`config.mk`:
```
export PLATFORM = sky130hd
export DESIGN_NAME = wis_scale
export DESIGN_NICKNAME = d
export VERILOG_FILES = /design/src/rtl/core/wis_pkg.sv /design/src/rtl/core/wis_scale.sv
export SDC_FILE = /design/constraint.sdc
export NUM_CORES = 2
export LEC_CHECK = 0
export BUFFER_PORTS_ARGS = -buffer_cell sky130_fd_sc_hd__buf_2
export CELL_PAD_IN_SITES_DETAIL_PLACEMENT = 0
export CELL_PAD_IN_SITES_GLOBAL_PLACEMENT = 1
export CORE_AREA = 3 3 184 258
export DETAILED_ROUTE_END_ITERATION = 12
export DIE_AREA = 0 0 187 261
export GPL_TIMING_DRIVEN = 0
export PLACE_DENSITY_LB_ADDON = 0.1
export RECOVER_POWER = 50
export SKIP_LAST_GASP = 1
export SYNTH_ARGS = -nofsm -noshare
export SYNTH_HDL_FRONTEND = slang
export SYNTH_SLANG_ARGS = --single-unit
```
`constraint.sdc`:
```
create_clock -name clk -period 0.8 [get_ports clk]
set_input_delay 0.16 -clock clk [delete_from_list [all_inputs] [get_ports clk]]
set_output_delay 0.16 -clock clk [all_outputs]
set_load 0.02 [all_outputs]
```
`src/rtl/core/wis_pkg.sv`:
```
package wis_pkg;

    localparam int OP_W       = 2;
    localparam int IDX_W      = 6;
    localparam int WEIGHT_W   = 16;
    localparam int FRAC_W     = 32;
    localparam int PICK_W     = 17;
    localparam int BASE_W     = 16;
    localparam int COUNT_W    = 7;
    localparam int CFG_IDX_W  = 1;
    localparam int CFG_DATA_W = 16;

    localparam int DEF_ENTRIES       = 64;
    localparam int DEF_WEIGHT_BITS   = 16;
    localparam int DEF_FRACTION_BITS = 32;

    typedef logic [OP_W-1:0] op_t;
    localparam op_t OP_CLEAR = 2'd0;
    localparam op_t OP_WRITE = 2'd1;
    localparam op_t OP_BUILD = 2'd2;
    localparam op_t OP_PICK  = 2'd3;

    typedef logic [CFG_IDX_W-1:0] cfg_idx_t;
    localparam cfg_idx_t CFG_BASE_OFFSET = 1'd0;
    localparam cfg_idx_t CFG_ENTRY_COUNT = 1'd1;

    typedef logic [1:0] sweep_t;
    localparam sweep_t SW_ANY   = 2'd0;
    localparam sweep_t SW_SUM   = 2'd1;
    localparam sweep_t SW_TOTAL = 2'd2;
    localparam sweep_t SW_COUNT = 2'd3;

    typedef struct packed {
        sweep_t mode;
        logic   clear;
        logic   flat;
    } cell_ctl_t;

    typedef struct packed {
        logic we;
        logic active;
        logic cmp_en;
        logic is_last;
    } cell_sel_t;

endpackage

```
`src/rtl/core/wis_scale.sv`:
```
module wis_scale #(
    parameter int FRACTION_BITS = wis_pkg::DEF_FRACTION_BITS,
    parameter int CUM_BITS      = wis_pkg::DEF_WEIGHT_BITS + 7
) (
    input  logic                     clk,
    input  logic                     rst_n,
    input  logic                     start,
    input  logic [FRACTION_BITS-1:0] fraction,
    input  logic [CUM_BITS-1:0]      total,
    output logic                     done,
    output logic [CUM_BITS-1:0]      v
);

    localparam int PAD_W = (CUM_BITS > 32) ? CUM_BITS : 33;
    localparam int HI_W  = PAD_W - 32;
    localparam int LO_W  = FRACTION_BITS + 32;
    localparam int PH_W  = FRACTION_BITS + HI_W;
    localparam int SUM_W = FRACTION_BITS + PAD_W;

    logic [PAD_W-1:0]    total_pad;
    logic [31:0]         tl;
    logic [HI_W-1:0]     th;
    logic [LO_W-1:0]     lo_reg, lo_next;
    logic [PH_W-1:0]     hi_reg, hi_next;
    logic [SUM_W-1:0]    wide;
    logic                s1_valid_reg, s2_valid_reg;
    logic [CUM_BITS-1:0] v_reg, v_next;

    assign total_pad = PAD_W'(total);
    assign tl        = total_pad[31:0];
    assign th        = total_pad[PAD_W-1:32];
    assign lo_next   = LO_W'(fraction) * LO_W'(tl);
    assign hi_next   = PH_W'(fraction) * PH_W'(th);
    assign wide      = (SUM_W'(lo_reg) >> FRACTION_BITS) + (SUM_W'(hi_reg) << (32 - FRACTION_BITS));
    assign v_next    = wide[CUM_BITS-1:0];

    always_ff @(posedge clk or negedge rst_n)
    begin
        if (!rst_n)
        begin
            s1_valid_reg <= 1'b0;
            s2_valid_reg <= 1'b0;
        end
        else
        begin
            s1_valid_reg <= start;
            s2_valid_reg <= s1_valid_reg;
        end
    end

    always_ff @(posedge clk)
    begin
        lo_reg <= lo_next;
        hi_reg <= hi_next;
        v_reg  <= v_next;
    end

    assign done = s2_valid_reg;
    assign v    = v_reg;

endmodule

```
Word level (Yosys, flattened, before mapping):

Index checks and enable logic that the tools add are counted.

* output and inout port bits: 24
* logic and storage cells: 5
* bits in registers: 80
* bits of input ports: 58

* multiply operators: 1

Operators by type and width (number)
* $mul 32x23->55: 1

Logic depth before layout (Yosys ltp):

* depth after elaboration: 1
* gate-level depth with buffers: 25
* mapped depth without buffers: 24

Least setup slack after synthesis:

No wires, ideal clock.

* kind: input -> register
* start: input port total[2]
* end: register lo_reg[45]
* setup slack: -5.301 ns
* data required time: 0.675 ns
* stages: 21
* library setup time: 0.125 ns
* arrival time: 5.976 ns
* cells stage by stage: clkbuf_1 nand2_1 fa_1 fa_1 fa_1 fa_1 fa_1 inv_1 fa_1 inv_1 fa_1 inv_1 ha_1 and2_0 a221o_1 a211oi_2 o211ai_2 a21o_4 a31o_2 a41oi_1 nand3_1

* longest elaborated chain between the ends: 1

Ends and longest elaborated chain
* start, declared: RTL line wis_scale.sv:9 `input logic [CUM_BITS-1:0] total,`
* $mul 32x23->55: RTL line wis_scale.sv:32 `assign lo_next = LO_W'(fraction) * LO_W'(tl);`
* via lo_next[45]: RTL line wis_scale.sv:23 `logic [LO_W-1:0] lo_reg, lo_next;`
* end signal, assigned: RTL line wis_scale.sv:53 `lo_reg <= lo_next;`
* end, declared: RTL line wis_scale.sv:23

The timed path passes the listed nets, and every way through them passes these cells.

Final worst setup path:

* start: input port fraction[9]
* end: register lo_reg[51]

* longest elaborated chain between the ends: 1

Ends and longest elaborated chain
* start, declared: RTL line wis_scale.sv:8 `input logic [FRACTION_BITS-1:0] fraction,`
* $mul 32x23->55: RTL line wis_scale.sv:32
* via lo_next[51]: RTL line wis_scale.sv:23

The timed path passes the listed nets, and every way through them passes these cells.

==> impl_results.md <==
- Status: complete, but fails checks
- Failing checks: setup timing
- Dominant cell type by area after synthesis: fa_1
- Final setup violation count: between 40 and 50
- Syn Inst Count: approximately 2500
- CTS tree: done
- Largest net degree at the start of global routing: 16
- Worst path required time: ~1.0 ns
- Critical path type: input pin to flop
- Tot GR Track Use: 0.345
- First-pass GRT wire length: 122 mm
- Startpoint types: input pin
- RSZ-0062 raised after global routing: true
- Leading post-synthesis cells by cell area: fa_1 53%, inv_1 10%, ha_1 9.5%, and2_1 9.1%, nand2_1 6.6%
- WP depth: 27
- CP max FO: 5
- TritonCTS Buffers: 5
- CTS sink count: 48
- Crit end category: flop
- # fillers: ~4000
- Post-synth top cells: 643 x inv_1, 626 x fa_1, 412 x nand2_1
- Crit path max-delay family: adder cells
- Critical path's slowest cell: fa_2
- Clk root buf: clkbuf_16
- Ys flop type: dfxtp_1
- Post-DR wirelength/cell: between 20 and 25 um
- Detailed Place HPWL: 68.5 mm
- Mapped Avg Cell Area: ~9.2 um^2
- Worst reg2reg path depth: 0
- Final hold violation count: 0
- Vias in the first global route: ~20000
- Min Tclk post-route: approximately 6.3 ns
- Max_slew headroom: 0.439
- Post-Route WL: 81.9 mm
- Most Frequent Cell on Critical Path: fa_1
- Grt ovf: 0
- Worst-Skew Late Latency: roughly 0.30 ns
- DIE WIDTH: about 190 um
- Initial antenna violation count: 6
- Top Ports: between 80 and 90
- Post-Syn Nets: ~3400
- Critical path buffers and inverters: 10
- Clk slew on worst S/H paths: about 0.07 ns
- Post-synth EDFFs: 0
- Remaining DRCs: 0
- Post-synthesis register bit count: between 40 and 50
- Post-Layout Cell Count: around 3300
- Fin nets: about 3600
- Pre-Repair DR Iteration Count: 5
- Worst path max stage delay: about 0.59 ns
- Routed vias: 18029
- HP Class: input pin to async pin
- DRT iter0 DRCs: about 900
- Cells after DPL: about 3200
- Worst-margin pin slew: 0.842 ns
- Die area: between 0.04 and 0.05 mm^2
- Placer Congestion: between 0.9 and 1
- Maximum clock rate: approximately 160 MHz
- H-tree Lvls: 2
- Post-synth cell types: between 40 and 50
- Share of cells above drive strength 1: 0.167
- Critical R2R Capture: done
- Tcrit/Tclk final: 7.90
- Most common cell in the netlist: inv_1
- Seq/Total Area, Yosys: 0.0414
- Core Footprint: roughly 0.045 mm^2
- Via density: ~5.4
- CP arrival: around 6.6 ns
- Cell Rows: between 90 and 100
- R2r startpoint: s1_valid_reg
- I/O Buffers: just over 80
- Antenna Cells: 0
- Layout area overhead: 20.0%
- Height of the die: about 260 um
- Initial core utilization: 0.518
- Ys async rst share: 0.0417
- Fin. max-slew vios: 0
- Reg-to-reg slack, setup: around 0.33 ns
- Share of the synthesized area in the top cell type: 0.535
- Detail Route Antenna Nets: 0
- Synth warn: 0
- Max Buffers Root-to-Sink: 2
- Max-cap violation count: 0
- Mapped cell area: around 0.023 mm^2
- Clk_skew: roughly 0.0026 ns
- Setup WS post-layout: -5.52 ns
[metal layers]
layer	up-vias	share of wire	track usage
li1	7618	-	-
met1	9481	0.33	0.377
met2	671	0.52	0.630
met3	257	0.053	0.0371
met4	2	0.091	0.244
met5	-	0.00015	0
[area by class of cell]
type / count / area, um^2 / share of cell area
multi-input combinational: 1719 / 20100 / 0.715
buffer: 136 / 1880 / 0.0668
clock buffer: 6 / 139 / 0.00494
tap: 611 / 764 / 0.0272
timing repair buffer: 182 / 1770 / 0.0630
sequential: 48 / 1000 / 0.0356
inverter: 643 / 2410 / 0.0858
clock inverter: 2 / 38.8 / 0.00138
[worst max-delay path by stage]
stage | from | endpoint | slack (ns)
floorplan | total[7] | lo_reg[45] | -5.04
global placement | total[4] | lo_reg[43] | -7.89
detailed placement | total[17] | lo_reg[43] | -7.38
CTS | fraction[25] | lo_reg[51] | -5.55
global route | total[11] | lo_reg[51] | -5.69
finish | fraction[9] | lo_reg[51] | -5.52
[cell families (layout without fill, tap and decap cells)]
family / after synthesis / count (layout) / synth area share
compound gates: 93 / 93 / 0.0270
xor+xnor: 21 / 21 / 0.00785
fa+ha+maj: 804 / 804 / 0.630
buf+inv: 779 / 969 / 0.125
flops: 48 / 48 / 0.0414
mux: 1 / 1 / 0.000427
simple gates: 800 / 800 / 0.169
[stage by stage]
step | TNS [ns] | utilization | setup WS, ns | hold slack (ns) | cell area (um^2)
after floorplan | -112.23 | - | -5.04 | -0.136 | 23600
after global placement | -174.05 | 0.548 | -7.89 | -0.0555 | 24800
after detailed placement | -160.48 | 0.549 | -7.38 | -0.0544 | 24800
after CTS | -126.95 | 0.609 | -5.55 | 0.155 | 27600
after global routing | -129.81 | 0.622 | -5.69 | 0.175 | 28100
final | -126.05 | 0.622 | -5.52 | 0.156 | 28100
[repair_timing]
action                                 CTS  global route
resized for setup                      477           144
pin swaps                               53            57
setup endpoints to repair               47            47
gates cloned                             2             1
setup buffers                           74            22
endpoints found under the hold margin    3             0
hold buffers                             2             0
[cells in the final DEF (no fill, tap or decap), types with 23 or more instances in the layout]
master,count
ha_1,168
and2_1,321
a21oi_1,25
buf_2,26
inv_1,632
buf_6,65
dfxtp_1,23
dfxtp_2,23
clkbuf_4,24
clkbuf_8,27
fa_2,24
clkbuf_16,40
nand2_1,404
fa_1,602
buf_4,87
Power is not shown: default switching activity piles up to over one toggle a cycle in this logic, so the estimate is an artifact.
