File: src/rtl/core/wis_pkg.sv
package wis_pkg;

    localparam int OP_W       = 2;
    localparam int IDX_W      = 6;
    localparam int WEIGHT_W   = 16;
    localparam int FRAC_W     = 32;
    localparam int PICK_W     = 17;
    localparam int BASE_W     = 16;
    localparam int COUNT_W    = 7;
    localparam int CFG_IDX_W  = 1;
    localparam int CFG_DATA_W = 16;

    localparam int DEF_ENTRIES       = 64;
    localparam int DEF_WEIGHT_BITS   = 16;
    localparam int DEF_FRACTION_BITS = 32;

    typedef logic [OP_W-1:0] op_t;
    localparam op_t OP_CLEAR = 2'd0;
    localparam op_t OP_WRITE = 2'd1;
    localparam op_t OP_BUILD = 2'd2;
    localparam op_t OP_PICK  = 2'd3;

    typedef logic [CFG_IDX_W-1:0] cfg_idx_t;
    localparam cfg_idx_t CFG_BASE_OFFSET = 1'd0;
    localparam cfg_idx_t CFG_ENTRY_COUNT = 1'd1;

    typedef logic [1:0] sweep_t;
    localparam sweep_t SW_ANY   = 2'd0;
    localparam sweep_t SW_SUM   = 2'd1;
    localparam sweep_t SW_TOTAL = 2'd2;
    localparam sweep_t SW_COUNT = 2'd3;

    typedef struct packed {
        sweep_t mode;
        logic   clear;
        logic   flat;
    } cell_ctl_t;

    typedef struct packed {
        logic we;
        logic active;
        logic cmp_en;
        logic is_last;
    } cell_sel_t;

endpackage

File: src/rtl/core/wis_cell.sv
module wis_cell #(
    parameter int WEIGHT_BITS = wis_pkg::DEF_WEIGHT_BITS,
    parameter int CUM_BITS    = wis_pkg::DEF_WEIGHT_BITS + 7
) (
    input  logic                   clk,
    input  logic                   rst_n,
    input  wis_pkg::cell_ctl_t     ctl,
    input  wis_pkg::cell_sel_t     sel,
    input  logic [WEIGHT_BITS-1:0] wdata,
    input  logic [CUM_BITS-1:0]    v,
    input  logic                   tok_in_valid,
    input  logic [CUM_BITS-1:0]    tok_in_data,
    output logic                   tok_out_valid,
    output logic [CUM_BITS-1:0]    tok_out_data
);

    logic [WEIGHT_BITS-1:0] w_reg, w_next;
    logic [CUM_BITS-1:0]    cum_reg, cum_next;
    logic                   tok_valid_reg;
    logic [CUM_BITS-1:0]    tok_data_reg, tok_data_next;
    logic [WEIGHT_BITS-1:0] w_eff;
    logic [CUM_BITS-1:0]    sum;

    always_comb
    begin
        w_eff         = ctl.flat ? WEIGHT_BITS'(1) : w_reg;
        sum           = tok_in_data + CUM_BITS'(w_eff);
        w_next        = w_reg;
        cum_next      = cum_reg;
        tok_data_next = tok_in_data;
        if (ctl.clear)
        begin
            w_next = '0;
        end
        else if (sel.we)
        begin
            w_next = wdata;
        end
        if (tok_in_valid)
        begin
            unique case (ctl.mode)
                wis_pkg::SW_ANY:
                begin
                    tok_data_next = tok_in_data | CUM_BITS'(sel.active && (w_reg != '0));
                end
                wis_pkg::SW_SUM:
                begin
                    if (sel.active)
                    begin
                        w_next        = w_eff;
                        cum_next      = sum;
                        tok_data_next = sum;
                    end
                end
                wis_pkg::SW_TOTAL:
                begin
                    if (sel.is_last)
                    begin
                        tok_data_next = cum_reg;
                    end
                end
                wis_pkg::SW_COUNT:
                begin
                    tok_data_next = tok_in_data + CUM_BITS'(sel.cmp_en && (cum_reg <= v));
                end
                default:
                begin
                    tok_data_next = tok_in_data;
                end
            endcase
        end
    end

    always_ff @(posedge clk or negedge rst_n)
    begin
        if (!rst_n)
        begin
            w_reg         <= '0;
            cum_reg       <= '0;
            tok_valid_reg <= 1'b0;
            tok_data_reg  <= '0;
        end
        else
        begin
            w_reg         <= w_next;
            cum_reg       <= cum_next;
            tok_valid_reg <= tok_in_valid;
            tok_data_reg  <= tok_data_next;
        end
    end

    assign tok_out_valid = tok_valid_reg;
    assign tok_out_data  = tok_data_reg;

endmodule

File: config.mk
export PLATFORM = sky130hd
export DESIGN_NAME = wis_cell
export DESIGN_NICKNAME = d
export VERILOG_FILES = /design/src/rtl/core/wis_pkg.sv /design/src/rtl/core/wis_cell.sv
export SDC_FILE = /design/constraint.sdc
export NUM_CORES = 1
export LEC_CHECK = 0
export BUFFER_PORTS_ARGS = -buffer_cell sky130_fd_sc_hd__buf_2
export CAP_MARGIN = 20
export CORE_ASPECT_RATIO = 0.75
export CORE_MARGIN = 5
export CORE_UTILIZATION = 55
export DETAILED_ROUTE_END_ITERATION = 10
export PLACE_DENSITY = 0.79
export SLEW_MARGIN = 10
export SYNTH_ARGS = -nofsm -noshare
export SYNTH_HDL_FRONTEND = slang
export SYNTH_SLANG_ARGS = --single-unit
File: constraint.sdc
create_clock -name clk -period 4.09 [get_ports clk]
set_input_delay 0.6135 -clock clk [delete_from_list [all_inputs] [get_ports clk]]
set_output_delay 0.6135 -clock clk [all_outputs]
set_load 0.01 [all_outputs]
Word-level counts from Yosys, hierarchy flattened
Cells that the tools add are included.
- register bits after elaboration: 63
- bits of input ports: 73
- output and inout port bits: 24
- logic and storage cells: 26
- $add $sub $neg: 2
- order comparisons: 1
- eq/ne operators: 3
- multiplexer cells: 10
- bitwise logic cells: 1
- reductions and logical operators: 5
- operators by type and width (cell ; number):
    $mux 16 ; 6
    $pmux 23 s4 ; 1
    $mux 23 ; 3
    $add 23x1->23 ; 1
    $add 23x16->23 ; 1
    $le 23x23->1 ; 1
    $or 23x1->23 ; 1
    $reduce_bool 16->1 ; 1
    $eq 2x2->1 const B ; 2
    $reduce_and 3->1 ; 1
    $eq 2x1->1 const B ; 1
    $logic_and 1x1->1 ; 2
    $logic_not 2->1 ; 1

Depth between registers and ports, before layout
- word-level depth: 5
- depth in mapped cells: 18
- depth with buffers taken out: 18

Worst setup path after synthesis
No wires, ideal clock.
- kind: input -> register
- start: in v[1]
- end: reg tok_data_reg[18], in the netlist tok_out_data[18]
- setup time: 0.123 ns
- arrival time: 3.720 ns
- required time: 3.967 ns
- slack: 0.248 ns
- cell stages on the path: 18
- path buffers: 0
- cells stage by stage: inv_1 ha_1 nor2b_1 o21a_1 o21a_1 o211ai_1 a31oi_1 o21ai_0 a32o_1 ha_1 ha_1 nand3_1 nor4_1 nand4_1 xor2_1 o221ai_1 a311o_1 o221a_2
- longest elaborated chain between the ends: 5
- RTL lines (element ; line ; RTL):
    from (decl) ; wis_cell.sv:10 ; input logic [CUM_BITS-1:0] v,
    $le 23x23->1 ; wis_cell.sv:64 ; tok_data_next = tok_in_data + CUM_BITS'(sel.cmp_en && (cum_reg <= v));
    $logic_and 1x1->1 ; wis_cell.sv:64 ;
    $add 23x1->23 ; wis_cell.sv:64 ;
    $pmux 23 s4 ; wis_cell.sv:41 ; unique case (ctl.mode)
    $mux 23 ; wis_cell.sv:39 ; if (tok_in_valid)
    via tok_data_next[18] ; wis_cell.sv:20 ; logic [CUM_BITS-1:0] tok_data_reg, tok_data_next;
    to (signal assigned) ; wis_cell.sv:88 ; tok_data_reg <= tok_data_next;
    to (decl) ; wis_cell.sv:20 ;
The timed path passes the listed nets, and every way through them passes these cells.
A chain may end at the register's enable or synchronous reset.

Worst setup path in the final report
- start: reg cum_reg[16]
- end: reg tok_data_reg[21], in the netlist tok_out_data[21]
- longest elaborated chain between the ends: 5
- RTL lines (element ; line ; RTL):
    from (decl) ; wis_cell.sv:18 ; logic [CUM_BITS-1:0] cum_reg, cum_next;
    from (signal assigned) ; wis_cell.sv:86 ; cum_reg <= cum_next;
    $le 23x23->1 ; wis_cell.sv:64 ;
    $logic_and 1x1->1 ; wis_cell.sv:64 ;
    $add 23x1->23 ; wis_cell.sv:64 ;
    $pmux 23 s4 ; wis_cell.sv:41 ;
    $mux 23 ; wis_cell.sv:39 ;
    via tok_data_next[21] ; wis_cell.sv:20 ;
The timed path passes the listed nets, and every way through them passes these cells.

==> reports/results.tsv <==
stage	metric	value	unit
grt	grt_pass1_vias	4858	
yosys	ys_ff_latch	63	
die	fp.dieH	94.0	um
route	wire_per_inst	19.2	um
yosys	synth_mux_area_share	3.70	%
critical_path	worstPathMaxFanout	5	
yosys	synth_xor_area_share	5.24	%
yosys	ys_types	64	
grt	grt_pass1_wl	25500	um
yosys	synthTopCellsByCount	nand2_1 (68), dfrtp_1 (63), o21ai_0 (58)	
timing	clock.fmax	0.260	GHz
timing	max-slew-margin-rel	45.1	%
place	io_buffers	96	
yosys	avgSynthCellArea	8.22	um^2
timing	hold_violations	0	
layout	area.growth.synth_to_final	16.9	%
route	drt_iter0_drc	496	
yosys	synth_top_family_by_area	compound AO/OA/AOI/OAI gates	
cts	cts_max_path_buffers	2	
timing	worst_slew_pin_slew	0.823	ns
outcome	status	completed	
timing	clock_skew	0.00856	ns
die	initial_core_util	56.8	%
die	die_x	122	um
critical_path	start_kind	flop	
cts	cts_root_buf	clkbuf_16	
timing	drv_slew	0	
layout	drive_above_1_share	18.7	%
timing	rsz0062_at_grt	no	
route	ant_nets	0	
cts	clock-sinks	63	
yosys	synth_edf_count	0	
layout	fin_area	0.00606	mm^2
die	coreArea	0.00912	mm^2
yosys	async_reset_ff_share	100	%
yosys	synth_simple_gate_area_share	19.2	%
layout	seq_area	0.00158	mm^2
grt	antenna_found_initial	0	
yosys	yosys_warnings	0	
run	max_cap_viol_count	0	
layout	multiInputGateArea	0.00335	mm^2
place	dp_hpwl	12400	um
cts	post_cts_resized	0	
pwr	ir_worst_vdd	0.255	mV
pwr	p_leak	2.91	nW
place	gp_congestion	0.920	
cts	cts_tree	done	
cts	numCtsBuffers	9	
grt	grtUsageTotal	28.8	%
yosys	syn_area	0.00518	mm^2
yosys	synth_most_common_cell	nand2_1	
route	wirelength	16200	um
grt	grt_max_degree	42	
route	drcViolationCount	0	
grt	grt_remaining_overflow	0	
cts	path_clk_slew	0.06	ns
place	place_area	0.00578	mm^2
yosys	synth_largest_area_cell	dfrtp_1	
route	vias	5225	
route	vias_per_cell	6.18	
yosys	synth_nets	745	
min_path	hp-class	in2async	
yosys	synthesis.instances	630	
cts	hold_buffers	0	
critical_path	endpoint_kind	flop	
route	drtPass1Iterations	5	
layout	fill_cells	806	
critical_path	cp.arrival	4.10	ns
yosys	yosysSeqAreaShare	30.4	%
critical_path	cpMaxStageDelayCell	or4_4	
timing	post-route-min-period	3.85	ns
yosys	synth_top_area_share	30.4	%
timing	whs	0.349	ns
layout	diodes	0	
critical_path	critPathRequiredTime	4.34	ns
critical_path	slowest_delay	0.57	ns
cts	htree_num_levels	3	
yosys	synthFlopType	dfrtp_1	
critical_path	cp_cell_sequence	ha_1 -> a21o_1 -> a21o_1 -> a21oi_1 -> nor2_1 -> nor4bb_1 -> a32o_1 -> ha_1 -> nand4_1 -> or4_4 -> or3_4 -> o31ai_2 -> a211oi_1 -> a21oi_1 -> a2bb2oi_1	
timing	setup_violations	0	
yosys	synth_area_leaders	dfrtp_1 (30%), ha_1 (9.9%), o21ai_0 (5.6%)	
layout	fin_nets	830	
yosys	synth-compound-area-share	26.2	%
pwr	power_density	343	mW/mm^2
cts	cts_setup_buffers	0	
die	ios	97	
timing	post-route-period-util	94.1	%
cts	insertion_delay	0.34	ns
die	dieArea	0.0115	mm^2
die	rows	30	
yosys	synthAdderAreaFrac	10.3	%
critical_path	criticalPathCategory	reg2reg	
[worst max-delay path: cells and delay by family, from the launching register on]
| family | cells | cell delay (ns) |
|---|---|---|
| simple gates | 5 | 1.48 |
| compound gates | 8 | 1.36 |
| fa+ha+maj | 2 | 0.52 |
| flops | 1 | 0.40 |
[layer usage]
metal | up-vias | routed length [um] | GRT usage (%)
li1 | 2482 | - | -
met1 | 2424 | 7420 | 42.4
met2 | 296 | 6840 | 43.0
met3 | 23 | 1770 | 6.74
met4 | 0 | 171 | 5.97
met5 | - | 0 | 0
[layout by cell type (no fill, tap or decap), drive strengths merged, types with 8 or more instances in the layout]
cell type / count
clkbuf: 12
xor2: 13
nand3: 14
buf: 110
inv: 30
dfrtp: 63
a21o: 11
a211oi: 8
a22o: 16
a21oi: 41
o21ai: 60
ha: 41
nor2b: 19
nand4: 16
xnor2: 18
nand2: 68
mux2i: 18
nor2: 45
o211ai: 11
[worst paths after layout]
check	slack, ns	from	endpoint	cells after the start
setup / recovery	0.24	cum_reg[16]$_DFFE_PN0P_	tok_out_data[21]$_DFF_PN0_	15
hold / removal	0.35	rst_n	tok_out_data[21]$_DFF_PN0_	1
setup reg to reg	0.24	cum_reg[16]$_DFFE_PN0P_	tok_out_data[21]$_DFF_PN0_	15
hold reg to reg	0.51	cum_reg[8]$_DFFE_PN0P_	cum_reg[8]$_DFFE_PN0P_	2
max in group asynchronous	2.87	rst_n	w_reg[3]$_DFF_PN0_	2
min in group clk	0.49	wdata[8]	w_reg[8]$_DFF_PN0_	2
[final cells by class]
| class | count | area share (%) |
|---|---|---|
| clock inverter | 1 | 0.0826 |
| sequential | 63 | 26.0 |
| inverter | 31 | 1.92 |
| multi-input combinational | 500 | 55.2 |
| timing repair buffer | 110 | 9.67 |
| tap | 128 | 2.64 |
| clock buffer | 12 | 4.40 |
[cells by family (layout without fill, tap and decap cells)]
| family | count (synthesis) | in the layout |
|---|---|---|
| flip-flops | 63 | 63 |
| AND/OR/NAND/NOR | 203 | 203 |
| buffers and inverters | 67 | 154 |
| AO/OA/AOI/OAI | 205 | 205 |
| multiplexers | 19 | 19 |
| XOR/XNOR | 31 | 31 |
| adder cells (fa/ha/maj) | 42 | 42 |
[where the power goes]
part	internal (mW)	switching, mW
Combinational	0.241	0.341
Clock	0.448	0.266
Sequential	0.707	0.0746
Total	1.40	0.683
[stage by stage]
step | cells | TNS [ns] | setup WS, ns | util, % | total power, mW
final | 845 | 0 | 0.243 | 66.4 | 2.08
after global routing | 845 | 0 | 0.0150 | 66.4 | 2.19
after CTS | 845 | 0 | 0.277 | 66.4 | 2.07
after detailed placement | 832 | -0.0502 | -0.0426 | 63.4 | 1.36
after global placement | 832 | 0 | 0.0473 | 63.4 | 1.34
after floorplan | 630 | 0 | 0.248 | - | 1.13
(Power assumes the default switching activity.)
